--- config.mk ---
export PLATFORM = sky130hd
export DESIGN_NAME = three_rotor_letter_cipher_unit
export DESIGN_NICKNAME = d
export VERILOG_FILES = /design/src/rtl/trlc_pkg.sv /design/src/rtl/trlc_path.sv /design/src/rtl/three_rotor_letter_cipher_unit.sv
export SDC_FILE = /design/constraint.sdc
export NUM_CORES = 1
export LEC_CHECK = 0
export ABC_AREA = 1
export BUFFER_PORTS_ARGS = -buffer_cell sky130_fd_sc_hd__buf_2
export CORE_UTILIZATION = 55
export CTS_CLUSTER_SIZE = 40
export DETAILED_ROUTE_END_ITERATION = 8
export MAX_ROUTING_LAYER = met4
export PLACE_DENSITY = 0.75
export SETUP_SLACK_MARGIN = 0.05
export SYNTH_ARGS = -nofsm -noshare
export SYNTH_HDL_FRONTEND = slang
export SYNTH_HIERARCHICAL = 1
export SYNTH_SLANG_ARGS = --single-unit
--- constraint.sdc ---
create_clock -name clk -period 15.6 [get_ports clk]
set_clock_uncertainty 0.2 [all_clocks]
set_input_delay 0.78 -clock clk [delete_from_list [all_inputs] [get_ports clk]]
set_output_delay 0.78 -clock clk [all_outputs]
set_load 0.01 [all_outputs]
--- src/rtl/trlc_pkg.sv ---
package trlc_pkg;

	localparam int ALPHA_LEN = 26;
	localparam int IDX_W = 5;
	localparam int CFG_IDX_W = 2;

	typedef logic [IDX_W-1:0] idx_t;

	// configuration register indexes
	localparam logic [CFG_IDX_W-1:0] CFG_START_FAST   = 2'd0;
	localparam logic [CFG_IDX_W-1:0] CFG_START_MIDDLE = 2'd1;
	localparam logic [CFG_IDX_W-1:0] CFG_START_SLOW   = 2'd2;

	localparam idx_t START_FAST_RST   = 5'd4;
	localparam idx_t START_MIDDLE_RST = 5'd0;
	localparam idx_t START_SLOW_RST   = 5'd1;

	localparam idx_t LAST_IDX = 5'd25;
	localparam logic [6:0] ASCII_A = 7'd65;

	typedef struct packed {
		idx_t fast_off;
		idx_t middle_off;
		idx_t slow_off;
		idx_t fast_cnt;
		idx_t middle_cnt;
	} rotor_state_t;

	typedef struct packed {
		idx_t fast;
		idx_t middle;
		idx_t slow;
	} start_letters_t;

	// forward wirings: letter index -> letter index
	localparam idx_t FAST_FWD [ALPHA_LEN] = '{
		5'd4, 5'd10, 5'd12, 5'd5, 5'd11, 5'd6, 5'd3, 5'd16, 5'd21, 5'd25, 5'd13, 5'd19, 5'd14,
		5'd22, 5'd24, 5'd7, 5'd23, 5'd20, 5'd18, 5'd15, 5'd0, 5'd8, 5'd1, 5'd17, 5'd2, 5'd9};
	localparam idx_t MIDDLE_FWD [ALPHA_LEN] = '{
		5'd0, 5'd9, 5'd3, 5'd10, 5'd18, 5'd8, 5'd17, 5'd20, 5'd23, 5'd1, 5'd11, 5'd7, 5'd22,
		5'd19, 5'd12, 5'd2, 5'd16, 5'd6, 5'd25, 5'd13, 5'd15, 5'd24, 5'd5, 5'd21, 5'd14, 5'd4};
	localparam idx_t SLOW_FWD [ALPHA_LEN] = '{
		5'd1, 5'd3, 5'd5, 5'd7, 5'd9, 5'd11, 5'd2, 5'd15, 5'd17, 5'd19, 5'd23, 5'd21, 5'd25,
		5'd13, 5'd24, 5'd4, 5'd8, 5'd22, 5'd6, 5'd0, 5'd10, 5'd12, 5'd20, 5'd18, 5'd16, 5'd14};
	localparam idx_t REFLECT_B [ALPHA_LEN] = '{
		5'd5, 5'd21, 5'd15, 5'd9, 5'd8, 5'd0, 5'd14, 5'd24, 5'd4, 5'd3, 5'd17, 5'd25, 5'd23,
		5'd22, 5'd6, 5'd2, 5'd19, 5'd10, 5'd20, 5'd16, 5'd18, 5'd1, 5'd13, 5'd12, 5'd7, 5'd11};

	// inverse wirings: letter index -> position in the wiring
	localparam idx_t FAST_INV [ALPHA_LEN] = '{
		5'd20, 5'd22, 5'd24, 5'd6, 5'd0, 5'd3, 5'd5, 5'd15, 5'd21, 5'd25, 5'd1, 5'd4, 5'd2,
		5'd10, 5'd12, 5'd19, 5'd7, 5'd23, 5'd18, 5'd11, 5'd17, 5'd8, 5'd13, 5'd16, 5'd14, 5'd9};
	localparam idx_t MIDDLE_INV [ALPHA_LEN] = '{
		5'd0, 5'd9, 5'd15, 5'd2, 5'd25, 5'd22, 5'd17, 5'd11, 5'd5, 5'd1, 5'd3, 5'd10, 5'd14,
		5'd19, 5'd24, 5'd20, 5'd16, 5'd6, 5'd4, 5'd13, 5'd7, 5'd23, 5'd12, 5'd8, 5'd21, 5'd18};
	localparam idx_t SLOW_INV [ALPHA_LEN] = '{
		5'd19, 5'd0, 5'd6, 5'd1, 5'd15, 5'd2, 5'd18, 5'd3, 5'd16, 5'd4, 5'd20, 5'd5, 5'd21,
		5'd13, 5'd25, 5'd7, 5'd24, 5'd8, 5'd23, 5'd9, 5'd22, 5'd11, 5'd17, 5'd10, 5'd14, 5'd12};

	function automatic idx_t add_mod(idx_t a, idx_t b);
		logic [IDX_W:0] s;
		s = {1'b0, a} + {1'b0, b};
		if (s >= (IDX_W+1)'(ALPHA_LEN)) begin
			s = s - (IDX_W+1)'(ALPHA_LEN);
		end
		return s[IDX_W-1:0];
	endfunction

	function automatic idx_t sub_mod(idx_t a, idx_t b);
		logic [IDX_W:0] s;
		if (a >= b) begin
			s = {1'b0, a} - {1'b0, b};
		end else begin
			s = {1'b0, a} + (IDX_W+1)'(ALPHA_LEN) - {1'b0, b};
		end
		return s[IDX_W-1:0];
	endfunction

endpackage

--- src/rtl/trlc_path.sv ---
module trlc_path (
	input  logic                    action,
	input  logic [7:0]              char_in,
	input  trlc_pkg::rotor_state_t  state,
	input  trlc_pkg::start_letters_t start,
	output logic [6:0]              letter_out,
	output logic                    bad_char,
	output trlc_pkg::rotor_state_t  state_nxt
);
	import trlc_pkg::*;

	logic is_letter;
	idx_t p0, p1, p2, p3, p4, p5, p6, p7;
	rotor_state_t stepped;

	// upper and lower case share the low five bits: A/a = 1 .. Z/z = 26
	assign is_letter = (char_in[7:6] == 2'b01) && (char_in[4:0] != 5'd0)
		&& (char_in[4:0] <= 5'd26);
	assign p0 = char_in[4:0] - 5'd1;

	assign p1 = FAST_FWD[add_mod(p0, state.fast_off)];
	assign p2 = MIDDLE_FWD[add_mod(p1, state.middle_off)];
	assign p3 = SLOW_FWD[add_mod(p2, state.slow_off)];
	assign p4 = REFLECT_B[p3];
	assign p5 = sub_mod(SLOW_INV[p4], state.slow_off);
	assign p6 = sub_mod(MIDDLE_INV[p5], state.middle_off);
	assign p7 = sub_mod(FAST_INV[p6], state.fast_off);

	// odometer step: middle carries when the fast counter wraps, slow on middle wrap
	always_comb begin
		stepped = state;
		stepped.fast_off = add_mod(state.fast_off, 5'd1);
		if (state.fast_cnt >= LAST_IDX) begin
			stepped.fast_cnt = '0;
			stepped.middle_off = add_mod(state.middle_off, 5'd1);
			if (state.middle_cnt >= LAST_IDX) begin
				stepped.middle_cnt = '0;
				stepped.slow_off = add_mod(state.slow_off, 5'd1);
			end else begin
				stepped.middle_cnt = state.middle_cnt + 5'd1;
			end
		end else begin
			stepped.fast_cnt = state.fast_cnt + 5'd1;
		end
	end

	always_comb begin
		letter_out = '0;
		bad_char = 1'b0;
		state_nxt = state;
		priority if (action) begin
			state_nxt.fast_off = (start.fast <= LAST_IDX) ? FAST_INV[start.fast] : '0;
			state_nxt.middle_off = (start.middle <= LAST_IDX) ? MIDDLE_INV[start.middle] : '0;
			state_nxt.slow_off = (start.slow <= LAST_IDX) ? SLOW_INV[start.slow] : '0;
			state_nxt.fast_cnt = '0;
			state_nxt.middle_cnt = '0;
		end else if (!is_letter) begin
			bad_char = 1'b1;
		end else begin
			letter_out = ASCII_A + {2'b00, p7};
			state_nxt = stepped;
		end
	end

endmodule

--- src/rtl/three_rotor_letter_cipher_unit.sv ---
// Input register, then result register, with the whole rotor path between them.
// Throughput: one character per cycle unless out_stall holds the result register;
// the rotor offsets update in the same cycle the result is registered, so the next
// character sees them at once.
// Reset (arst_n low, asynchronous): offsets and counters cleared, start letters 4/0/1.
module three_rotor_letter_cipher_unit (
	input  logic       clk,
	input  logic       arst_n,
	input  logic       in_valid,
	output logic       in_stall,
	input  logic       action,
	input  logic [7:0] char_in,
	output logic       out_valid,
	input  logic       out_stall,
	output logic [6:0] letter_out,
	output logic       bad_char,
	input  logic       cfg_we,
	input  logic [trlc_pkg::CFG_IDX_W-1:0] cfg_index,
	input  logic [trlc_pkg::IDX_W-1:0]     cfg_data
);
	import trlc_pkg::*;

	logic valid_s1;
	logic action_s1;
	logic [7:0] char_s1;
	logic out_valid_q;
	logic [6:0] letter_q;
	logic bad_q;
	rotor_state_t state_q;
	rotor_state_t state_nxt;
	start_letters_t start_q;
	logic advance;
	logic [6:0] letter_c;
	logic bad_c;

	// move s1 into the result register when the result slot is free or draining
	assign advance = valid_s1 && (!out_valid_q || !out_stall);
	assign in_stall = valid_s1 && !advance;

	trlc_path u_path (
		.action     (action_s1),
		.char_in    (char_s1),
		.state      (state_q),
		.start      (start_q),
		.letter_out (letter_c),
		.bad_char   (bad_c),
		.state_nxt  (state_nxt)
	);

	always_ff @(posedge clk or negedge arst_n) begin
		if (!arst_n) begin
			valid_s1 <= 1'b0;
		end else if (in_valid && !in_stall) begin
			valid_s1 <= 1'b1;
		end else if (advance) begin
			valid_s1 <= 1'b0;
		end
	end

	always_ff @(posedge clk) begin
		if (in_valid && !in_stall) begin
			action_s1 <= action;
			char_s1 <= char_in;
		end
	end

	always_ff @(posedge clk or negedge arst_n) begin
		if (!arst_n) begin
			out_valid_q <= 1'b0;
			state_q <= '0;
		end else begin
			if (advance) begin
				out_valid_q <= 1'b1;
				state_q <= state_nxt;
			end else if (!out_stall) begin
				out_valid_q <= 1'b0;
			end
		end
	end

	always_ff @(posedge clk) begin
		if (advance) begin
			letter_q <= letter_c;
			bad_q <= bad_c;
		end
	end

	always_ff @(posedge clk or negedge arst_n) begin
		if (!arst_n) begin
			start_q.fast <= START_FAST_RST;
			start_q.middle <= START_MIDDLE_RST;
			start_q.slow <= START_SLOW_RST;
		end else if (cfg_we) begin
			unique case (cfg_index)
				CFG_START_FAST:   start_q.fast <= cfg_data;
				CFG_START_MIDDLE: start_q.middle <= cfg_data;
				CFG_START_SLOW:   start_q.slow <= cfg_data;
				default: ;
			endcase
		end
	end

	assign out_valid = out_valid_q;
	assign letter_out = letter_q;
	assign bad_char = bad_q;

endmodule
## Word-level counts from Yosys, hierarchy flattened

Memories as Yosys holds them, arrays and structs flattened.
Index checks and enable logic that the tools add are counted.
W data, S select, Z words.

- Memory bits (read-only): 1600
- Output and inout bits: 10
- Logic and storage cells: 156
- Register bits: 59
- Bits of input ports: 21
- Memories kept: 10

Memories:

| memory | depth | width | rd ports | clocked after Yosys merged registers in | write ports | line | text |
|---|---|---|---|---|---|---|---|
| (name not given) | 32 | 5 | 1 | 0 | 0 | trlc_path.sv:24 | `assign p4 = REFLECT_B[p3];` |
| (name not given) | 32 | 5 | 1 | 0 | 0 | trlc_path.sv:25 | `assign p5 = sub_mod(SLOW_INV[p4], state.slow_off);` |
| (name not given) | 32 | 5 | 1 | 0 | 0 | trlc_path.sv:26 | `assign p6 = sub_mod(MIDDLE_INV[p5], state.middle_off);` |
| (name not given) | 32 | 5 | 1 | 0 | 0 | trlc_path.sv:27 | `assign p7 = sub_mod(FAST_INV[p6], state.fast_off);` |
| (name not given) | 32 | 5 | 1 | 0 | 0 | trlc_path.sv:52 | `state_nxt.fast_off = (start.fast <= LAST_IDX) ? FAST_INV[start.fast] : '0;` |
| (name not given) | 32 | 5 | 1 | 0 | 0 | trlc_path.sv:53 | `state_nxt.middle_off = (start.middle <= LAST_IDX) ? MIDDLE_INV[start.middle] : '0;` |
| +4 memories | - | - | - | - | - | - |  |

- Bitwise gates (word level): 11
- Multiplexer cells: 44
- $add $sub $neg: 25
- $lt $le $gt $ge: 25
- Equality and inequality tests: 4
- Reductions and logical operators: 23

Operators with widths:

| cell | count |
|---|---|
| $mux W5 | 36 |
| $ge A6 B6 Y1 const B | 10 |
| $not A5 Y6 | 10 |
| $mux W25 | 2 |
| $ge A6 B5 Y1 const B | 6 |
| $sub A5 B5 Y5 | 6 |
| $sub A5 B5 Y5 const B | 6 |
| $le A5 B5 Y1 const B | 4 |
| $add A5 B1 Y6 const B | 3 |
| $add A5 B5 Y6 | 3 |
| $add A5 B5 Y5 const B | 3 |
| $ge A5 B5 Y1 | 3 |
| $add A5 B1 Y5 const B | 2 |
| $ge A5 B5 Y1 const B | 2 |
| $mux W10 | 1 |
| $reduce_and A2 Y1 | 4 |
| $reduce_bool A2 Y1 | 4 |
| $add A7 B5 Y7 const A | 1 |
| $logic_and A1 B1 Y1 | 5 |
| $mux W1 | 5 |
| $reduce_bool A5 Y1 | 1 |
| $sub A5 B1 Y5 const B | 1 |
| $eq A2 B1 Y1 const B | 2 |
| $logic_not A1 Y1 | 4 |
| other kinds (8) | 8 |

## Depth between registers and ports, before layout

Gate-level depths: netlist (run 1).

- Word-level depth: 48
- Gate-level depth with buffers: 111
- Gate-level depth less buffers: 110

## By module

The synthesis (run 1) kept the hierarchy.

Modules (own cells, without submodules):

| module | area each (sq um) | seq. area each (sq um) | cells an instance | instances |
|---|---|---|---|---|
| trlc_path | 6262.3 | 0.0 | 1041 | 1 |
| three_rotor_letter_cipher_unit | 2273.4 | 1564.0 | 205 | 1 |

## Worst setup path after synthesis (run 1)

Ideal clock, no wire load.

- Path kind: reg2reg
- Start point: register char_s1[0]
- End point: register letter_q[4], in the netlist letter_out[4], data pin
- Setup slack: 0.608 ns
- Data required time: 15.150 ns
- Buffers on the path: 1
- Cell stages (with the launch flop): 96
- Data arrival time: 14.542 ns
- Setup time: 0.250 ns
- Period minus slack after synthesis: 14.992 ns
- Cell sequence: edfxtp_1 > inv_1 > ha_1 > xor2_1 > ha_1 > a21oi_1 > nand2_1 > nand2_1 > nand2_1 > a21oi_1 > inv_1 > nor2_1 > inv_1 > nand2_1 > inv_1 > or2_2 > xor2_1 > buf_2 > [60 not listed] > nand2_1 > a21oi_1 > nor3_1 > nor2_1 > a31oi_1 > ha_1 > a21oi_1 > inv_1 > a221oi_1 > nand3_1 > xnor2_1 > inv_1 > ha_1 > nand2_1 > nor2_1 > xor2_1 > nand2_1 > inv_1

- Cells in the longest elaborated chain, start to end: 48
- Elaborated cells between the ends (all ways): 63
- Those cells by class: 17 x add/sub; 7 x order compare; 20 x mux; 8 x bitwise; 4 x reduce/logical; 7 x memory

Ends and longest elaborated chain:

| what | line | text |
|---|---|---|
| start: declaration | three_rotor_letter_cipher_unit.sv:25 | `logic [7:0] char_s1;` |
| start signal: assignment | three_rotor_letter_cipher_unit.sv:63 | `char_s1 <= char_in;` |
| $sub A5 B1 Y5 | trlc_path.sv:19 | `assign p0 = char_in[4:0] - 5'd1;` |
| $add A5 B5 Y6 | trlc_pkg.sv:62 | `s = {1'b0, a} + {1'b0, b};` |
| $sub A5 B5 Y5 / $ge A6 B5 Y1 (equally long branches) | trlc_pkg.sv:64, trlc_pkg.sv:63 |  |
| $mux W5 | trlc_pkg.sv:63 | `if (s >= (IDX_W+1)'(ALPHA_LEN)) begin` |
| $not A5 Y6 (implied by the code) | trlc_path.sv:21 | `assign p1 = FAST_FWD[add_mod(p0, state.fast_off)];` |
| $mem_v2 Z32 W5 | - |  |
| $mux W5 (implied by the code) (2 in series) | trlc_path.sv:21 |  |
| $add A5 B5 Y6 | trlc_pkg.sv:62 |  |
| [30 not listed] | - |  |
| $mux W5 | trlc_pkg.sv:71 | `if (a >= b) begin` |
| $not A5 Y6 (implied by the code) | trlc_path.sv:27 |  |
| $mem_v2 Z32 W5 | - |  |
| $mux W5 (implied by the code) (2 in series) | trlc_path.sv:27 |  |
| $add A5 B5 Y5 | trlc_pkg.sv:74 | `s = {1'b0, a} + (IDX_W+1)'(ALPHA_LEN) - {1'b0, b};` |
| $sub A5 B5 Y5 | trlc_pkg.sv:74 |  |
| $mux W5 | trlc_pkg.sv:71 |  |
| $add A7 B5 Y7 | trlc_path.sv:60 | `letter_out = ASCII_A + {2'b00, p7};` |
| end signal: assignment | three_rotor_letter_cipher_unit.sv:83 | `letter_q <= letter_c;` |
| end: declaration | three_rotor_letter_cipher_unit.sv:27 | `logic [6:0] letter_q;` |

Several ways; a longest one is shown, not always the timed one. The select of a mux whose other input is x is not followed.
A chain may end at the register's enable or synchronous reset.

## Final worst setup path (run 1)

Same ends and word-level chain as after synthesis.

==> impl_metrics.py, run 1 <==
metrics = {
    "outcome": {
        "status": "completed",
    },
    "placed_design": {
        "gp_congestion": 0.930,
        "hpwl_um": 15000,
        "dpl-instance-area_um2": 9160,
        "io_buffers": 29,
        "dp_cells": 1497,
    },
    "drt": {
        "vias": 8441,
        "drtPass1Iterations": 6,
        "drtAntennaViolNets": 0,
        "wire_per_inst_um": 13.1,
        "drcViolationCount": 0,
        "vias_per_cell": 5.51,
        "dr.first_iter.drc_count": 504,
        "totalWireLength_um": 20100,
    },
    "clocking": {
        "insertion_delay_ns": 0.33,
        "clockBufferDepth": 2,
        "cts_tree": "yes",
        "clockRootBuffer": "clkbuf_16",
        "cts_hold_buf": 0,
        "h-tree-depth": 3,
        "cts_buffers": 9,
        "clk_pin_slew_worst_paths_ns": 0.05,
        "cts.sinks": 58,
    },
    "final_layout": {
        "stdcell_area_um2": 10000,
        "drive_gt1_frac": 0.193,
        "multi_input_area_um2": 6500,
        "final_cells": 1533,
        "synthToLayoutAreaGrowth_pct": 17.7,
        "final_nets": 1490,
        "ff_latch_area_um2": 1530,
        "nFillCells": 1328,
        "diodes": 0,
        "final_core_util": 0.661,
    },
    "timing": {
        "min_period_ns": 14.66,
        "hold_viol_final": 0,
        "tightest_slew_ns": 0.913,
        "final-setup-viol-count": 0,
        "maxSlewHeadroom": 0.391,
        "slew_viol_final": 0,
        "fmax_mhz": 68.2,
        "whs_ns": 0.303,
        "period_share": 0.940,
    },
    "flow_run": {
        "maxCapViolCount": 0,
    },
    "setup_path": {
        "crit_required_ns": 15.49,
        "setup.worst_path.end_class": "register",
        "path_common_cell": "inv_1",
        "arrival_ns": 14.55,
        "slowest_delay_ns": 0.42,
        "worst_setup_path_start_kind": "register",
        "crit_slowest_cell": "fa_2",
        "critPathMaxFanout": 9,
        "worstSetupPathType": "register to register",
    },
    "floorplan": {
        "coreArea_um2": 15100,
        "die_w_um": 126,
        "die_y_um": 126,
        "core.rowCount": 45,
        "dieArea_um2": 16000,
        "start_util": 0.562,
        "ios": 31,
    },
    "global_route": {
        "grt_pass1_vias": 7630,
        "grt_max_degree": 43,
        "grt_pass1_wl_um": 33300,
        "grt.overflow.total": 0,
        "antenna_found_initial": 0,
        "grt_usage": 0.255,
    },
    "synth": {
        "netlist_area_um2": 8510,
        "syn_nets": 1395,
        "yosys_warnings": 6,
        "postSynthAreaPerCell_um2": 6.83,
        "syn_inst": 1245,
    },
    "worst_hold_path": {
        "hold_path.class": "register to register",
    },
}
## final timing paths
check | cells past startpoint | slack (ns) | from | to
min reg2reg | 2 | 0.30 | state_q[9]$_DFFE_PN0P_ | state_q[9]$_DFFE_PN0P_
max in group asynchronous | 1 | 14.24 | arst_n | state_q[10]$_DFFE_PN0P_
max reg2reg | 106 | 0.94 | char_s1[0]$_DFFE_PP_ | letter_out[4]$_DFFE_PP_
min in group asynchronous | 1 | 0.39 | arst_n | start_q[11]$_DFFE_PN0P_
max | 106 | 0.94 | char_s1[0]$_DFFE_PP_ | letter_out[4]$_DFFE_PP_
min | 2 | 0.30 | state_q[9]$_DFFE_PN0P_ | state_q[9]$_DFFE_PN0P_
## layout by cell type (no fill, tap or decap), types with 5 or more instances in the layout
cell type,count
o211ai_1,17
nand3_1,104
inv_2,20
xnor2_1,10
clkbuf_1,6
o21ai_1,14
o221ai_1,6
nand2_2,33
clkbuf_16,9
inv_1,171
xor2_1,26
edfxtp_1,16
nand2_4,12
buf_4,73
ha_2,6
nand4_1,22
a31oi_1,11
nor3_1,12
fa_1,9
o21ai_0,58
or2_2,5
o21a_1,5
nor2_2,5
nand3b_1,6
a21oi_1,49
ha_4,13
ha_1,98
buf_2,29
nor2_1,86
dfrtp_1,40
nand2_1,276
o22ai_1,6
nand3_2,9
## critical path, delay by kind of cell, from the launching register on
kind / cells / cell delay (ns)
buf+inv: 26 / 2.18
xor+xnor: 6 / 1.10
flops: 1 / 0.37
fa+ha+maj: 14 / 3.34
compound gates: 17 / 2.63
simple gates: 43 / 4.62
## what timing repair did
item | CTS | global route
pin swaps | 2 | 41
resized for setup | 5 | 108
cloned | 0 | 1
endpoints found under the setup margin | 5 | 6
setup buffers | 1 | 18
## through the flow
stage / worst slack [ns] / setup TNS (ns)
6_report: 0.940 / 0
5_1_grt: -0.162 / -0.346
3_5_place_dp: -0.134 / -0.293
4_1_cts: 0.131 / 0
2_1_floorplan: 0.608 / 0
3_3_place_gp: 0.0998 / 0
## registers in the layout, indices dropped and copies added (netlist names)
| name | cells |
|---|---|
| valid_s1 | 1 |
| start_q | 15 |
| out_valid | 1 |
| state_q | 25 |
| action_s1 | 1 |
| char_s1 | 7 |
| letter_out | 7 |
| bad_char | 1 |
## area by class of cell
type | count | share of cell area
clock inverters | 1 | 0.000500
clock buffers | 15 | 0.0247
flip-flops and latches | 58 | 0.153
well taps | 188 | 0.0235
repair buffers | 105 | 0.0726
multi-input cells | 968 | 0.650
inverters | 198 | 0.0756
## metal layers
layer	track usage	routed length, um
met5	-	0
met4	0.0425	138
met3	0.0375	891
met2	0.422	9600
met1	0.336	9480
Power of run 1 is not shown: default switching activity piles up to over one toggle a cycle in this logic, so the estimate is an artifact.
==> run 2, diff against run 1 <==
--- a/config.mk
+++ b/config.mk
@@ -11,7 +11,7 @@
 export CTS_CLUSTER_SIZE = 40
 export DETAILED_ROUTE_END_ITERATION = 8
 export MAX_ROUTING_LAYER = met4
-export PLACE_DENSITY = 0.75
+export PLACE_DENSITY_LB_ADDON = 0.05
 export SETUP_SLACK_MARGIN = 0.05
 export SYNTH_ARGS = -nofsm -noshare
 export SYNTH_HDL_FRONTEND = slang
==> impl_metrics.py, run 2 (synthesis results as in run 1) <==
metrics = {
    "outcome": {
        "status": "completed",
    },
    "floorplan": {
        "die_w_um": 126,
        "start_util": 0.562,
        "ios": 31,
        "coreArea_um2": 15100,
        "die_y_um": 126,
        "dieArea_um2": 16000,
        "core.rowCount": 45,
    },
    "final_layout": {
        "stdcell_area_um2": 9920,
        "diodes": 0,
        "final_core_util": 0.655,
        "synthToLayoutAreaGrowth_pct": 16.6,
        "reg.largest.list": "state_q (25), start_q (15)",
        "largest_reg_flops": 25,
        "nFillCells": 1379,
        "ff_latch_area_um2": 1530,
        "final_cell_mix": "nand2_1 (279), inv_1 (176), nand3_1 (103), ha_1 (103), nor2_1 (87)",
        "regMostFlops": "state_q",
        "drive_gt1_frac": 0.185,
        "layout_commonest_cell": "nand2_1",
        "final_nets": 1492,
        "multi_input_area_um2": 6380,
    },
    "setup_path": {
        "worstSetupPathType": "register to register",
        "setup.worst_path.end_class": "register",
        "worstReg2RegEnd": "letter_out[4]$_DFFE_PP_",
        "crit_slowest_cell": "fa_2",
        "slowest_delay_ns": 0.65,
        "crit_required_ns": 15.49,
        "arrival_ns": 14.57,
        "r2r_slack_ns": 0.92,
        "path_common_cell": "inv_1",
        "worst_setup_path_start_kind": "register",
        "r2r-start": "char_s1[1]$_DFFE_PP_",
        "rr_worst_depth": 102,
        "critPathMaxFanout": 6,
    },
    "timing": {
        "hold_viol_final": 0,
        "fin_setup_tns_ns": 0,
        "tightest_slew_ns": 0.936,
        "whs_ns": 0.304,
        "slew_viol_final": 0,
        "period_share": 0.941,
        "fmax_mhz": 68.1,
        "final-setup-viol-count": 0,
        "min_period_ns": 14.68,
        "maxSlewHeadroom": 0.376,
    },
    "placed_design": {
        "hpwl_um": 14800,
        "gp_congestion": 0.920,
        "io_buffers": 29,
        "dpl-instance-area_um2": 9120,
    },
    "clocking": {
        "clockRootBuffer": "clkbuf_16",
        "cts_tree": "yes",
        "insertion_delay_ns": 0.33,
        "clockBufferDepth": 2,
        "cts_buffers": 9,
        "h-tree-depth": 3,
        "cts.sinks": 58,
        "clk_pin_slew_worst_paths_ns": 0.05,
    },
    "global_route": {
        "grt.overflow.total": 0,
        "grt_max_degree": 43,
        "grt_pass1_wl_um": 32700,
        "antenna_found_initial": 0,
        "grt_pass1_vias": 7399,
        "grt_usage": 0.252,
    },
    "drt": {
        "wire_per_inst_um": 12.9,
        "vias_per_cell": 5.43,
        "drcViolationCount": 0,
        "dr.first_iter.drc_count": 464,
        "drtAntennaViolNets": 0,
        "totalWireLength_um": 19800,
        "drtPass1Iterations": 5,
        "vias": 8340,
    },
    "flow_run": {
        "maxCapViolCount": 0,
    },
    "worst_hold_path": {
        "hold_path.class": "register to register",
        "hold_start": "state_q[9]$_DFFE_PN0P_",
        "hold_path_end": "state_q[9]$_DFFE_PN0P_",
        "hold_depth": 2,
    },
}
## run 2: critical path, delay by kind of cell (launching register included)
family	cells	cell delay (ns)
AO/OA/AOI/OAI	15	2.49
XOR/XNOR	7	1.39
adder cells (fa/ha/maj)	16	4.22
buffers and inverters	26	2.13
flip-flops	1	0.38
AND/OR/NAND/NOR	38	3.62
## run 2: worst max path at each step
stage	cells past startpoint	slack, ns	start	endpoint
final	102	0.92	char_s1[1]$_DFFE_PP_	letter_out[4]$_DFFE_PP_
after global routing	109	-0.14	char_s1[1]$_DFFE_PP_	letter_out[4]$_DFFE_PP_
after CTS	99	0.07	char_s1[0]$_DFFE_PP_	letter_out[2]$_DFFE_PP_
after detailed placement	96	-0.04	char_s1[0]$_DFFE_PP_	letter_out[2]$_DFFE_PP_
after global placement	102	0.02	char_s1[0]$_DFFE_PP_	letter_out[4]$_DFFE_PP_
after floorplan	95	0.61	char_s1[0]$_DFFE_PP_	letter_out[4]$_DFFE_PP_
## run 2: per-layer routing
metal  vias up  wire, um  track usage
li1       4323         -            -
met1      3813      9390        0.332
met2       188      9500        0.422
met3        16       825       0.0337
met4         0       112       0.0361
met5         -         0            -
## run 2: layout make-up
| cell class | count | area share |
|---|---|---|
| Inverter | 198 | 0.0763 |
| Timing Repair Buffer | 107 | 0.0745 |
| Clock inverter | 7 | 0.00454 |
| Sequential cell | 58 | 0.155 |
| Tap cell | 188 | 0.0237 |
| Clock buffer | 9 | 0.0227 |
| Multi-Input combinational cell | 968 | 0.644 |
## run 2: timing repair
item	CTS	global route
buffers inserted	0	26
hold buffers	0	0
resized for setup	2	92
pin swaps	0	45
gates cloned	0	1
setup endpoints to repair	5	6
## run 2: per-stage QoR
| step | worst slack, ns | std cells |
|---|---|---|
| finish | 0.917 | 1535 |
| global placement | 0.0214 | 1492 |
| global route | -0.136 | 1535 |
| floorplan | 0.608 | 1245 |
| detailed placement | -0.0382 | 1492 |
| CTS | 0.0748 | 1508 |
Power of run 2 is left out for the same reason.
